**src/hdl/cgi_pkg.sv**
```systemverilog
// ----------------------------------------------------------------------------
// cgi_pkg
// shared constants and types of the color gradient interpolator
// ----------------------------------------------------------------------------
package cgi_pkg;

  localparam int MAX_KEYS  = 8;
  localparam int TIME_BITS = 16;

  // key and query times arrive as 16-bit fields
  localparam int TIME_FIELD_W = 16;
  localparam int TIME_W    = (TIME_BITS < TIME_FIELD_W) ? TIME_BITS : TIME_FIELD_W;
  localparam int FRAC_BITS = 16;
  localparam int IDX_W     = (MAX_KEYS > 1) ? $clog2(MAX_KEYS) : 1;
  localparam int CNT_REG_W = 4;
  localparam int SCAN_W    = ($clog2(MAX_KEYS + 1) > CNT_REG_W) ?
                             $clog2(MAX_KEYS + 1) : CNT_REG_W;
  localparam int CH_W      = 8;
  localparam int COLOR_W   = 3 * CH_W;
  localparam logic [COLOR_W-1:0] WHITE = {COLOR_W{1'b1}};

  localparam logic KIND_WRITE  = 1'b0;
  localparam logic KIND_LOOKUP = 1'b1;

  typedef enum logic [1:0] {
    ST_IDLE,
    ST_SEARCH,
    ST_BLEND,
    ST_FINISH
  } state_t;

  typedef struct packed {
    logic               start;
    logic [TIME_W-1:0]  diff;
    logic [TIME_W-1:0]  span;
    logic [COLOR_W-1:0] color_before;
    logic [COLOR_W-1:0] color_after;
  } blend_req_t;

  typedef struct packed {
    logic               done;
    logic [COLOR_W-1:0] color;
  } blend_rsp_t;

endpackage

```
**src/hdl/cgi_blend.sv**
```systemverilog
// ----------------------------------------------------------------------------
// cgi_blend
// bit-serial restoring divider for the blend factor, with the three channel
// mixes accumulated from the quotient bits as they come out msb first
// ----------------------------------------------------------------------------
module cgi_blend
  import cgi_pkg::*;
(
  input  logic       clk,
  input  logic       rst,
  input  blend_req_t req,
  output blend_rsp_t rsp
);

  localparam int D_W   = CH_W + 1;
  localparam int ACC_W = D_W + FRAC_BITS;
  localparam int SUM_W = CH_W + FRAC_BITS + 2;
  localparam int STEP_W = $clog2(FRAC_BITS + 1);

  logic                    running;
  logic                    done;
  logic [STEP_W-1:0]       step;
  logic [TIME_W-1:0]       rem;
  logic [TIME_W-1:0]       span;
  logic [COLOR_W-1:0]      color_before;
  logic signed [D_W-1:0]   delta [3];
  logic signed [ACC_W-1:0] acc   [3];

  logic [TIME_W:0]         rem_shift;
  logic [TIME_W:0]         rem_sub;
  logic                    qbit;
  logic [COLOR_W-1:0]      color_out;

  assign rem_shift = {rem, 1'b0};
  assign rem_sub   = rem_shift - {1'b0, span};
  assign qbit      = (rem_shift >= {1'b0, span});

  always_ff @(posedge clk) begin
    if (rst) begin
      running <= 1'b0;
      done    <= 1'b0;
      step    <= '0;
    end else begin
      done <= 1'b0;
      if (req.start) begin
        running <= 1'b1;
        step    <= STEP_W'(FRAC_BITS);
      end else if (running) begin
        step <= step - 1'b1;
        if (step == STEP_W'(1)) begin
          running <= 1'b0;
          done    <= 1'b1;
        end
      end
    end
  end

  always_ff @(posedge clk) begin
    if (req.start) begin
      rem          <= req.diff;
      span         <= req.span;
      color_before <= req.color_before;
      for (int k = 0; k < 3; k++) begin
        delta[k] <= $signed({1'b0, req.color_after[CH_W*k +: CH_W]}) -
                    $signed({1'b0, req.color_before[CH_W*k +: CH_W]});
        acc[k]   <= '0;
      end
    end else if (running) begin
      rem <= qbit ? rem_sub[TIME_W-1:0] : rem_shift[TIME_W-1:0];
      for (int k = 0; k < 3; k++) begin
        acc[k] <= (acc[k] <<< 1) +
                  (qbit ? {{(ACC_W-D_W){delta[k][D_W-1]}}, delta[k]} : ACC_W'(0));
      end
    end
  end

  // c_before * 2^16 + (c_after - c_before) * f, then drop the fraction
  always_comb begin
    logic [SUM_W-1:0] sum;
    sum       = '0;
    color_out = '0;
    for (int k = 0; k < 3; k++) begin
      sum = {2'b00, color_before[CH_W*k +: CH_W], {FRAC_BITS{1'b0}}} +
            {{(SUM_W-ACC_W){acc[k][ACC_W-1]}}, acc[k]};
      color_out[CH_W*k +: CH_W] = sum[FRAC_BITS +: CH_W];
    end
  end

  assign rsp.done  = done;
  assign rsp.color = color_out;

endmodule

```
**src/hdl/color_gradient_interpolator_top.sv**
```systemverilog
// ----------------------------------------------------------------------------
// color_gradient_interpolator_top
// piecewise linear rgb color ramp over a small table of time-stamped keys
// ----------------------------------------------------------------------------
// A word with tuser = 0 writes one color key (slot, time, rgb) and gives no
// result. A word with tuser = 1 is a lookup: the keys in use are scanned one
// per cycle for the first key later than the query time, then the blend factor
// is divided out one quotient bit per cycle while the three channel mixes are
// accumulated from those bits. One word is worked on at a time, and the next
// one is taken as soon as the result is in the output register, even while
// that result still waits on m_axis_tready. key_count is to be written through
// cfg_wr_en / cfg_wr_data only while idle; the block itself does not enforce
// this. key_count resets to 1, and a count of zero makes every lookup return
// white with tuser set.
// The key table resets to time zero and white in every slot.
// ----------------------------------------------------------------------------
module color_gradient_interpolator_top
  import cgi_pkg::*;
(
  input  logic        clk,
  input  logic        rst,
  // config
  input  logic        cfg_wr_en,
  input  logic [3:0]  cfg_wr_data,   // key_count
  // input words
  input  logic        s_axis_tvalid,
  output logic        s_axis_tready,
  // key_index[2:0], key_time[18:3], key_red[26:19], key_green[34:27],
  // key_blue[42:35], query_time[58:43], zero fill[63:59]
  input  logic [63:0] s_axis_tdata,
  input  logic        s_axis_tuser,  // kind
  // result words
  output logic        m_axis_tvalid,
  input  logic        m_axis_tready,
  output logic [23:0] m_axis_tdata,  // out_red[7:0], out_green[15:8], out_blue[23:16]
  output logic        m_axis_tuser   // is_default
);

  // input field unpacking
  logic [2:0]  in_key_index;
  logic [15:0] in_key_time;
  logic [7:0]  in_key_red;
  logic [7:0]  in_key_green;
  logic [7:0]  in_key_blue;
  logic [15:0] in_query_time;

  assign in_key_index  = s_axis_tdata[2:0];
  assign in_key_time   = s_axis_tdata[18:3];
  assign in_key_red    = s_axis_tdata[26:19];
  assign in_key_green  = s_axis_tdata[34:27];
  assign in_key_blue   = s_axis_tdata[42:35];
  assign in_query_time = s_axis_tdata[58:43];

  // key table, one flop row per slot
  logic [TIME_W-1:0]  key_times  [MAX_KEYS];
  logic [COLOR_W-1:0] key_colors [MAX_KEYS];

  logic [CNT_REG_W-1:0] key_count;
  state_t               state;
  state_t               state_next;
  logic [SCAN_W-1:0]    idx;
  logic [TIME_W-1:0]    query;
  logic [TIME_W-1:0]    prev_time;
  logic [COLOR_W-1:0]   prev_color;
  logic [COLOR_W-1:0]   res_color;
  logic                 res_default;

  blend_req_t blend_req;
  blend_rsp_t blend_rsp;

  // scan read port and compare
  logic [TIME_W-1:0]  rd_time;
  logic [COLOR_W-1:0] rd_color;
  logic               hit;
  logic               last;
  logic [SCAN_W-1:0]  n_keys;
  logic [SCAN_W-1:0]  count_ext;
  logic               accept;
  logic               is_lookup;
  logic               slot_ok;
  logic               load_out;

  assign count_ext = SCAN_W'(key_count);
  // counts beyond the table size clamp to the table size
  assign n_keys    = (count_ext > SCAN_W'(MAX_KEYS)) ? SCAN_W'(MAX_KEYS) : count_ext;

  assign rd_time  = key_times[idx[IDX_W-1:0]];
  assign rd_color = key_colors[idx[IDX_W-1:0]];
  assign hit      = (rd_time > query);
  assign last     = (SCAN_W'(idx + 1'b1) == n_keys);

  assign accept    = s_axis_tvalid && s_axis_tready;
  assign is_lookup = (s_axis_tuser == KIND_LOOKUP);
  // writes past the table are dropped
  assign slot_ok   = (32'(in_key_index) < MAX_KEYS);

  // next state
  always_comb begin
    state_next = state;
    unique case (state)
      ST_IDLE: begin
        if (accept && is_lookup) begin
          state_next = (n_keys == '0) ? ST_FINISH : ST_SEARCH;
        end
      end
      ST_SEARCH: begin
        if (hit) begin
          state_next = (idx == '0) ? ST_FINISH : ST_BLEND;
        end else if (last) begin
          state_next = ST_FINISH;
        end
      end
      ST_BLEND: begin
        if (blend_rsp.done) begin
          state_next = ST_FINISH;
        end
      end
      ST_FINISH: begin
        if (!m_axis_tvalid || m_axis_tready) begin
          state_next = ST_IDLE;
        end
      end
      default: state_next = ST_IDLE;
    endcase
  end

  // state outputs
  always_comb begin
    s_axis_tready = 1'b0;
    load_out      = 1'b0;
    blend_req     = '0;
    unique case (state)
      ST_IDLE: begin
        s_axis_tready = 1'b1;
      end
      ST_SEARCH: begin
        // between two keys: start the divider on this pair
        blend_req.start = hit && (idx != '0);
      end
      ST_BLEND: begin
      end
      ST_FINISH: begin
        load_out = !m_axis_tvalid || m_axis_tready;
      end
      default: begin
      end
    endcase
    blend_req.diff         = query - prev_time;
    blend_req.span         = rd_time - prev_time;
    blend_req.color_before = prev_color;
    blend_req.color_after  = rd_color;
  end

  always_ff @(posedge clk) begin
    if (rst) begin
      state <= ST_IDLE;
    end else begin
      state <= state_next;
    end
  end

  // config register
  always_ff @(posedge clk) begin
    if (rst) begin
      key_count <= CNT_REG_W'(1);
    end else if (cfg_wr_en) begin
      key_count <= cfg_wr_data;
    end
  end

  // key table writes
  always_ff @(posedge clk) begin
    if (rst) begin
      for (int i = 0; i < MAX_KEYS; i++) begin
        key_times[i]  <= '0;
        key_colors[i] <= WHITE;
      end
    end else if (accept && !is_lookup && slot_ok) begin
      key_times[IDX_W'(in_key_index)]  <= in_key_time[TIME_W-1:0];
      key_colors[IDX_W'(in_key_index)] <= {in_key_red, in_key_green, in_key_blue};
    end
  end

  // scan and result datapath
  always_ff @(posedge clk) begin
    unique case (state)
      ST_IDLE: begin
        idx         <= '0;
        query       <= in_query_time[TIME_W-1:0];
        res_color   <= WHITE;
        res_default <= 1'b1;
      end
      ST_SEARCH: begin
        res_default <= 1'b0;
        // before the first key or past the last: that key's color
        res_color   <= rd_color;
        prev_time   <= rd_time;
        prev_color  <= rd_color;
        idx         <= SCAN_W'(idx + 1'b1);
      end
      ST_BLEND: begin
        if (blend_rsp.done) begin
          res_color <= blend_rsp.color;
        end
      end
      ST_FINISH: begin
      end
      default: begin
      end
    endcase
  end

  // output register
  always_ff @(posedge clk) begin
    if (rst) begin
      m_axis_tvalid <= 1'b0;
    end else if (load_out) begin
      m_axis_tvalid <= 1'b1;
    end else if (m_axis_tready) begin
      m_axis_tvalid <= 1'b0;
    end
  end

  always_ff @(posedge clk) begin
    if (load_out) begin
      m_axis_tdata <= {res_color[CH_W-1:0], res_color[CH_W +: CH_W],
                       res_color[2*CH_W +: CH_W]};
      m_axis_tuser <= res_default;
    end
  end

  cgi_blend u_blend (
    .clk (clk),
    .rst (rst),
    .req (blend_req),
    .rsp (blend_rsp)
  );

endmodule
```
**config.mk**
```make
export PLATFORM = sky130hd
export DESIGN_NAME = color_gradient_interpolator_top
export DESIGN_NICKNAME = d
export VERILOG_FILES = /design/src/hdl/cgi_pkg.sv /design/src/hdl/cgi_blend.sv /design/src/hdl/color_gradient_interpolator_top.sv
export SDC_FILE = /design/constraint.sdc
export NUM_CORES = 1
export LEC_CHECK = 0
export ABC_AREA = 1
export BUFFER_PORTS_ARGS = -buffer_cell sky130_fd_sc_hd__buf_2
export CAP_MARGIN = 20
export CORE_MARGIN = 2
export CORE_UTILIZATION = 51
export DETAILED_ROUTE_END_ITERATION = 8
export GPL_TIMING_DRIVEN = 1
export PLACE_DENSITY = 0.67
export SLEW_MARGIN = 40
export SYNTH_ARGS = -nofsm -noshare
export SYNTH_HDL_FRONTEND = slang
export SYNTH_SLANG_ARGS = --single-unit
```
**constraint.sdc**
```tcl
create_clock -name clk -period 9.2 [get_ports clk]
set_clock_uncertainty 0.2 [all_clocks]
set_input_delay 1.84 -clock clk [delete_from_list [all_inputs] [get_ports clk]]
set_output_delay 1.84 -clock clk [all_outputs]
set_load 0.05 [all_outputs]
```
==> run_results.csv, run 1 <==
group,metric,value,unit
timing,rsz_0062_raised_after_global_routing,"false",
logic_synthesis,yosys-top-cells-count,"nand2_1 (628), edfxtp_1 (585), nor2_1 (530)",
floorplanning,die_h,254,µm
logic_synthesis,synth_seq_area_share,56.1,%
clock_network,htree_num_levels,3,
global_routing,first_global_vias,23600,
logic_synthesis,synthAdderAreaFrac,6.08,%
detailed_routing,num_vias,24100,
global_routing,grt_pass1_wl,124000,µm
finish,design.final.nets,3669,
logic_synthesis,synth_top_family_by_area,"simple AND/OR/NAND/NOR gates",
logic_synthesis,ys_async_sr_fraction,0,%
outcome,status,"finished, final reports clean",
worst_setup_path,critical_path_arrival,6.05,ns
worst_setup_path,worst_path_most_repeated_cell,"nand2_1",
logic_synthesis,post_synth_instance_area,31900,µm²
placed_design,port_buffers,95,
timing,pin_slew_with_the_least_headroom_to_its_limit,0.807,ns
floorplanning,rows,91,
detailed_routing,drt_first_iter_violations,2325,
power,power.share.sequential,36.6,%
floorplanning,die_area,64600,µm²
logic_synthesis,count_of_flip_flops_with_a_built_in_enable_after_synthesis,585,
detailed_routing,wirelength,78300,µm
timing,layout_worst_path_cycle_share,64.4,%
worst_setup_path,critical-path-top-delay-family,"buffers and inverters",
worst_hold_path,worst_hold_path_type,"reg -> reg",
logic_synthesis,synth-compound-area-share,11.8,%
worst_setup_path,cpMaxStageDelayCell,"dfxtp_4",
flow_run,timing.max_cap.violations,0,
timing,fmaxAchievable,169,MHz
detailed_routing,detail_route.vias_per_cell,5.57,
logic_synthesis,post_synth.cell_area_avg,9.45,µm²
worst_hold_path,hold_path_startpoint,"res_color[9]",
worst_setup_path,max_stage_delay,0.81,ns
worst_setup_path,worst-path-buf-inv,7,
timing,report.final.hold_viol_count,0,
timing,max_slew_margin,46.2,%
worst_setup_path,reg2regPathDepth,22,
global_routing,globalRouteOverflowTotal,0,
floorplanning,die_w,254,µm
power,ir_worst_vdd,0.000146,V
power,p_leak,13.6,nW
logic_synthesis,simple_gate_portion_of_the_synthesized_area,17.6,%
logic_synthesis,synth.most_common_cell,"nand2_1",
clock_network,worst_skew_pair.late_latency,0.60,ns
clock_network,post_cts_resize_count,0,
power,power_per_cell_area,309,nW/µm²
floorplanning,boundaryPins,101,
logic_synthesis,synth-seq-cells,602,
logic_synthesis,synth_ff_type,"edfxtp_1",
worst_setup_path,setup.worst_path.class,"reg -> reg",
finish,share_of_cells_above_drive_strength_1,8.50,%
global_routing,largest_net_degree_at_the_start_of_global_routing,99,
logic_synthesis,netlist_instances,3379,
floorplanning,initial_core_utilization,51.7,%
worst_setup_path,reg_to_reg_end,"u_blend.acc[0][32]",
power,power.net_switching,4.33,mW
floorplanning,core_region,61800,µm²
timing,sum_of_negative_setup_slack,0,ns
logic_synthesis,ys.warnings.count,0,
logic_synthesis,mappedNetlistNets,3601,
worst_setup_path,worst-path-max-fanout,98,
worst_setup_path,cp-end-kind,"register",
worst_setup_path,crit_path_start_kind,"register",
worst_hold_path,hold_path_end,"m_axis_tdata[9]",
placed_design,globalplace.congestion,0.875,
clock_network,clock_path_buffers,3,
clock_network,numClockSinks,602,
worst_hold_path,hold_depth,0,
power,p_int,6.56,mW
logic_synthesis,synth.mux.area_fraction,0,%
timing,finalHoldWorstSlack,0.215,ns
placed_design,place_area,33200,µm²
power,comb_power_share,40.1,%
clock_network,ctsRootBufferMaster,"clkbuf_16",
detailed_routing,remaining_drc_errors,0,
power,clockPowerShare,23.3,%
logic_synthesis,synth_largest_type_area_fraction,55.0,%
timing,setup_violations,0,
clock_network,cts_made_buffers,66,
clock_network,cts_tree,"done",
worst_setup_path,rrSetupSlack,3.28,ns
placed_design,place.detailed.hpwl,50400,µm
timing,timing.final.max_slew_violations,0,
detailed_routing,final_antenna_net_count,0,
clock_network,cts.hold.buffers_added,0,
worst_setup_path,path_depth,22,
clock_network,cts_setup_buffers,0,
power,switching_power_as_a_share_of_total_power,39.8,%
logic_synthesis,synthXorXnorAreaFrac,2.06,%
global_routing,grt_antenna_before_repair,2,
timing,period_needed,5.92,ns
finish,flow.area_growth_from_synthesis,10.5,%
logic_synthesis,yosys.cell_types.count,52,
clock_network,clk_transition_reported_paths,0.06,ns
detailed_routing,drt_pre_antenna_iters,6,
logic_synthesis,netlist.top_cell.by_area,"edfxtp_1",
finish,final_area,35300,µm²
finish,fillers,5300,
detailed_routing,wl_per_cell,18.1,µm
worst_setup_path,worst-endpoint-required,9.33,ns
global_routing,grt.total_usage,24.5,%
logic_synthesis,synth_top_cells_by_area,"edfxtp_1 (55%), nand2_1 (7.4%), nor2_1 (6.2%), ha_1 (5.3%), o21ai_0 (4.5%)",
worst_setup_path,path_cells,"inv_4, buf_6, o21ai_0, o22ai_1, nand2_1, nand2_1, ha_1, nand2_1, nor2_1, nand2_1, o211a_1, nand2_1, nand2_1, inv_1, nand3_1, buf_4, nand2_1, buf_4, clkinv_1, buf_4, o21ai_0, a21oi_1",
## area by class of cell
class                           count  area (µm²)  area share [%]
Clock buffer                       85        1800            5.09
Antenna cell                        1        2.50         0.00709
Tap cell                          837        1050            2.97
Clock inverter                     29         246           0.699
Inverter                          392        1480            4.19
Sequential cell                   602       17900            50.8
Timing Repair Buffer              127         731            2.07
Multi-Input combinational cell   2258       12100            34.2
## metrics by stage
stage,std cells,utilization [%],total power [mW],setup slack [ns]
finish,4331,57.1,10.9,3.28
global route,4331,57.1,11.7,2.78
CTS,4330,57.1,10.9,3.30
detailed placement,4216,53.8,8.35,3.31
global placement,4216,53.7,8.22,3.16
floorplan,3379,-,7.21,3.55
## routing by layer
| metal | track usage [%] | vias up | share of wire (%) |
|---|---|---|---|
| li1 | - | 11700 | - |
| met1 | 33.8 | 11500 | 44 |
| met2 | 40.5 | 802 | 47 |
| met3 | 2.96 | 134 | 6.6 |
| met4 | 7.93 | 0 | 2.3 |
| met5 | 0 | - | 0 |
## placed cells by master, fill, tap and decap left out, types with 18 or more instances in the layout
master     Yosys  routed
nand2_1      628     616
buf_2         11      95
buf_4          1      28
nand3_1      133     133
clkinv_1      10      23
nor2_1       530     525
a31oi_1       25      25
xor2_1        53      53
nand2_2       26      34
o41ai_1       29      29
o22ai_1       38      38
a21oi_1      152     151
o211ai_1      18      18
o221ai_1      31      31
edfxtp_1     585     585
o21ai_0      289     289
ha_1         136     135
nor3_1        23      22
inv_1        370     365
xnor2_1       22      22
clkbuf_16      0      68
o21a_1        28      28
## registers in the layout, summed over array words and instances (netlist names), 5 cells and up, named ones only
register	cells
key_colors	192
key_times	128
u_blend.acc	72
u_blend.delta	27
m_axis_tdata	24
prev_color	24
res_color	24
u_blend.color_before	24
prev_time	16
query	16
u_blend.rem	16
u_blend.span	16
u_blend.step	5
## power by group through the flow
stage	combinational, mW	sequential [mW]	clock, mW
after CTS	4.35	3.98	2.58
after global routing	4.95	4.03	2.68
after detailed placement	4.31	4.04	0
final	4.36	3.99	2.54
after floorplan	3.29	3.93	0
after global placement	4.20	4.02	0
## cell families after synthesis
group,Yosys count
xor gates and xnor gates,75
AOI/OAI and AO/OA,651
DFF,602
and+or+nand+nor,1384
buffers and inverters,519
adders and majority gates,148
## worst reg2reg max path, cell delays in order (launching register included)
cell      delay (ns)
dfxtp_4         0.81
inv_4           0.43
buf_6           0.44
o21ai_0         0.25
o22ai_1         0.10
nand2_1         0.10
nand2_1         0.15
ha_1            0.33
nand2_1         0.10
nor2_1          0.14
nand2_1         0.07
o211a_1         0.11
nand2_1         0.06
nand2_1         0.10
inv_1           0.10
nand3_1         0.08
buf_4           0.26
nand2_1         0.11
buf_4           0.35
clkinv_1        0.68
buf_4           0.48
o21ai_0         0.14
a21oi_1         0.07
## worst max path at each step
stage / slack [ns] / startpoint / end
final: 3.28 / register / u_blend.acc[0][32]
after floorplan: 3.55 / register / u_blend.acc[0][0]
after global routing: 2.78 / register / u_blend.acc[0][35]
after detailed placement: 3.31 / register / u_blend.acc[0][35]
after global placement: 3.16 / rst / key_colors[0][20]
after CTS: 3.30 / register / u_blend.acc[0][32]
No activity file was read; power rests on OpenSTA's default activity.
==> inputs of run 2 (changes only) <==
--- a/config.mk
+++ b/config.mk
@@ -5,7 +5,7 @@
 export SDC_FILE = /design/constraint.sdc
 export NUM_CORES = 1
 export LEC_CHECK = 0
-export ABC_AREA = 1
+export ABC_AREA = 0
 export BUFFER_PORTS_ARGS = -buffer_cell sky130_fd_sc_hd__buf_2
 export CAP_MARGIN = 20
 export CORE_MARGIN = 2
==> constraint.sdc (replaced) <==
create_clock -name clk -period 5.7 [get_ports clk]
set_clock_uncertainty 0.2 [all_clocks]
set_input_delay 1.14 -clock clk [delete_from_list [all_inputs] [get_ports clk]]
set_output_delay 1.14 -clock clk [all_outputs]
set_load 0.05 [all_outputs]
==> run_results.csv, run 2 <==
group,metric,value,unit
worst_setup_path,cp-end-kind,"register",
finish,post_layout_nonfiller_instances,3362,
detailed_routing,drt_pre_antenna_iters,5,
worst_setup_path,cpMaxStageDelayCell,"a22oi_1",
power,p_leak,11.9,nW
flow_run,timing.max_cap.violations,0,
timing,max_slew_margin,49.5,%
clock_network,cts_setup_buffers,0,
clock_network,clock_path_buffers,3,
worst_setup_path,path_cells,"ha_1, a21o_1, a31oi_2, o21a_1, a21boi_0, or2_4, and2_1, ha_1, inv_1, fa_1, nor2b_1, o21ai_0, a21boi_0, o21ba_2, nand4_1, a22oi_1, and4_1, o21ai_0, nor3b_1",
clock_network,numClockSinks,602,
detailed_routing,wl_per_cell,20.8,µm
finish,flow.area_growth_from_synthesis,11.8,%
floorplanning,rows,90,
worst_setup_path,timing.rr.start,"u_blend.rem[5]",
detailed_routing,detail_route.vias_per_cell,5.83,
detailed_routing,maxUsedRoutingLayer,"met5",
detailed_routing,final_antenna_net_count,0,
worst_setup_path,worst-path-buf-inv,1,
clock_network,cts_tree,"done",
timing,period_needed,5.24,ns
floorplanning,die_h,251,µm
logic_synthesis,ys_async_sr_fraction,0,%
finish,regMostFlops,"key_colors",
clock_network,ctsRootBufferMaster,"clkbuf_16",
finish,multi_input_gate_area,12500,µm²
timing,layout_worst_path_cycle_share,91.9,%
placed_design,place.detailed.hpwl,45700,µm
worst_setup_path,worst-path-max-fanout,23,
detailed_routing,wirelength,69800,µm
outcome,status,"finished, final reports clean",
logic_synthesis,yosys-top-cells-count,"edfxtp_1 (585), or3_1 (160), and2_1 (154)",
floorplanning,core_region,60500,µm²
placed_design,dp.cells,3245,
global_routing,grt.total_usage,22.5,%
placed_design,globalplace.congestion,0.856,
detailed_routing,detailroute.wirelength.met3,3840,µm
detailed_routing,remaining_drc_errors,0,
logic_synthesis,synth_ff_type,"edfxtp_1",
logic_synthesis,synth_seq_area_share,57.4,%
power,ir_worst_vdd,0.000365,V
floorplanning,die_area,63200,µm²
floorplanning,die_w,251,µm
logic_synthesis,ys.warnings.count,0,
global_routing,grt_antenna_before_repair,7,
worst_setup_path,rrSetupSlack,0.46,ns
finish,final_common_cell,"edfxtp_1",
clock_network,worst_skew_pair.late_latency,0.60,ns
timing,setup_violations,0,
clock_network,clk_transition_reported_paths,0.06,ns
clock_network,cts_made_buffers,66,
logic_synthesis,synth-seq-cells,602,
logic_synthesis,synth.most_common_cell,"edfxtp_1",
placed_design,port_buffers,95,
worst_setup_path,reg2regPathDepth,19,
worst_setup_path,critical-path-top-delay-family,"compound AO/OA/AOI/OAI gates",
logic_synthesis,synth_largest_type_area_fraction,56.3,%
worst_hold_path,worst_hold_path_type,"reg -> reg",
finish,largest_reg_flops,192,
finish,fillers,4714,
worst_setup_path,crit_path_start_kind,"register",
floorplanning,initial_core_utilization,51.6,%
detailed_routing,detail_route.wirelength.met1,30200,µm
timing,sum_of_negative_setup_slack,0,ns
detailed_routing,drt_first_iter_violations,1409,
finish,design.final.nets,2754,
logic_synthesis,mappedNetlistNets,2657,
clock_network,htree_num_levels,3,
detailed_routing,routed-wl-met2,34300,µm
timing,rsz_0062_raised_after_global_routing,"false",
timing,pin_slew_with_the_least_headroom_to_its_limit,0.757,ns
worst_setup_path,critical_path_arrival,5.38,ns
logic_synthesis,synth_top_cells_by_area,"edfxtp_1 (56%), mux4_2 (5.8%), ha_1 (5.5%), or3_1 (3.2%), and2_1 (3.1%)",
worst_hold_path,hold_path_startpoint,"res_color[10]",
global_routing,largest_net_degree_at_the_start_of_global_routing,73,
logic_synthesis,post_synth_instance_area,31200,µm²
floorplanning,boundaryPins,101,
finish,share_of_cells_above_drive_strength_1,15.6,%
logic_synthesis,count_of_flip_flops_with_a_built_in_enable_after_synthesis,585,
logic_synthesis,yosys.cell_types.count,79,
timing,timing.final.max_slew_violations,0,
worst_setup_path,reg_to_reg_end,"u_blend.acc[0][48]",
worst_setup_path,setup.worst_path.class,"reg -> reg",
worst_setup_path,worst-endpoint-required,5.84,ns
global_routing,grt_pass1_wl,110000,µm
timing,report.final.hold_viol_count,0,
finish,ff_latch_area,17900,µm²
global_routing,first_global_vias,19700,
finish,layout.cells.most_common_list,"edfxtp_1 (585), or3_1 (160), and2_1 (154), nor2_1 (139), ha_1 (133)",
logic_synthesis,netlist.top_cell.by_area,"edfxtp_1",
worst_hold_path,hold_depth,0,
timing,fmaxAchievable,191,MHz
logic_synthesis,post_synth.cell_area_avg,12.8,µm²
worst_hold_path,hold_path_end,"m_axis_tdata[10]",
worst_setup_path,max_stage_delay,0.45,ns
power,power_per_cell_area,430,nW/µm²
finish,layout_top_registers,"key_colors (192), key_times (128), u_blend.acc (72)",
logic_synthesis,netlist_instances,2435,
detailed_routing,num_vias,19600,
global_routing,globalRouteOverflowTotal,0,
finish,post-route-util,57.7,%
[run 2: routing by layer]
metal	up-vias	GRT usage, %
met3	102	3.45
met2	527	37.9
li1	9205	-
met1	9759	30.3
met4	12	6.89
met5	-	0
[run 2: where the power goes]
part           switching, mW  internal (mW)
Clock                   1.74           2.64
Sequential             0.392           5.63
Combinational           2.75           1.86
Total                   4.89           10.1
[run 2: worst max path at each step]
stage | to | start | cells past startpoint | slack (ns)
2_1_floorplan | u_blend.acc[0][0] | register | 14 | 0.42
5_1_grt | u_blend.acc[0][48] | u_blend.rem[12] | 18 | 0.09
4_1_cts | u_blend.acc[0][69] | u_blend.rem[5] | 19 | 0.26
3_5_place_dp | u_blend.acc[0][69] | u_blend.rem[5] | 17 | 0.25
3_3_place_gp | u_blend.acc[0][69] | u_blend.rem[7] | 17 | 0.39
6_report | u_blend.acc[0][48] | u_blend.rem[5] | 19 | 0.46
[run 2: final cells by class]
class	count	area share, %
inverters	118	1.27
well taps	782	2.80
repair buffers	142	2.55
clock buffers	75	4.98
clock inverters	40	1.33
diodes	1	0.00717
flip-flops and latches	602	51.3
multi-input cells	1602	35.7
[run 2: metrics by stage]
step / worst slack [ns] / hold slack [ns] / instance area, µm² / power [mW]
after floorplan: 0.419 / 0.200 / 31200 / 9.42
after global placement: 0.389 / 0.204 / 32600 / 10.5
after detailed placement: 0.247 / 0.205 / 32700 / 10.7
after CTS: 0.256 / 0.219 / 34900 / 15.1
after global routing: 0.0877 / 0.223 / 34900 / 15.8
final: 0.463 / 0.217 / 34900 / 15.0
[run 2: repair_timing]
| action | 4_1_cts | 5_1_grt |
|---|---|---|
| hold buffers | 0 | 0 |
| endpoints found under the setup margin | 0 | 5 |
| gates resized for setup | 0 | 3 |
[run 2: logic make-up (layout without fill, tap and decap cells)]
| group | count (synthesis) | after routing | synth area share, % |
|---|---|---|---|
| AOI/OAI and AO/OA | 306 | 306 | 6.59 |
| xor gates and xnor gates | 141 | 141 | 3.96 |
| adders and majority gates | 148 | 148 | 6.22 |
| buffers and inverters | 231 | 375 | 2.87 |
| DFF | 602 | 602 | 57.4 |
| muxes | 138 | 138 | 7.79 |
| other | 0 | 1 | 0 |
| and+or+nand+nor | 869 | 869 | 15.2 |
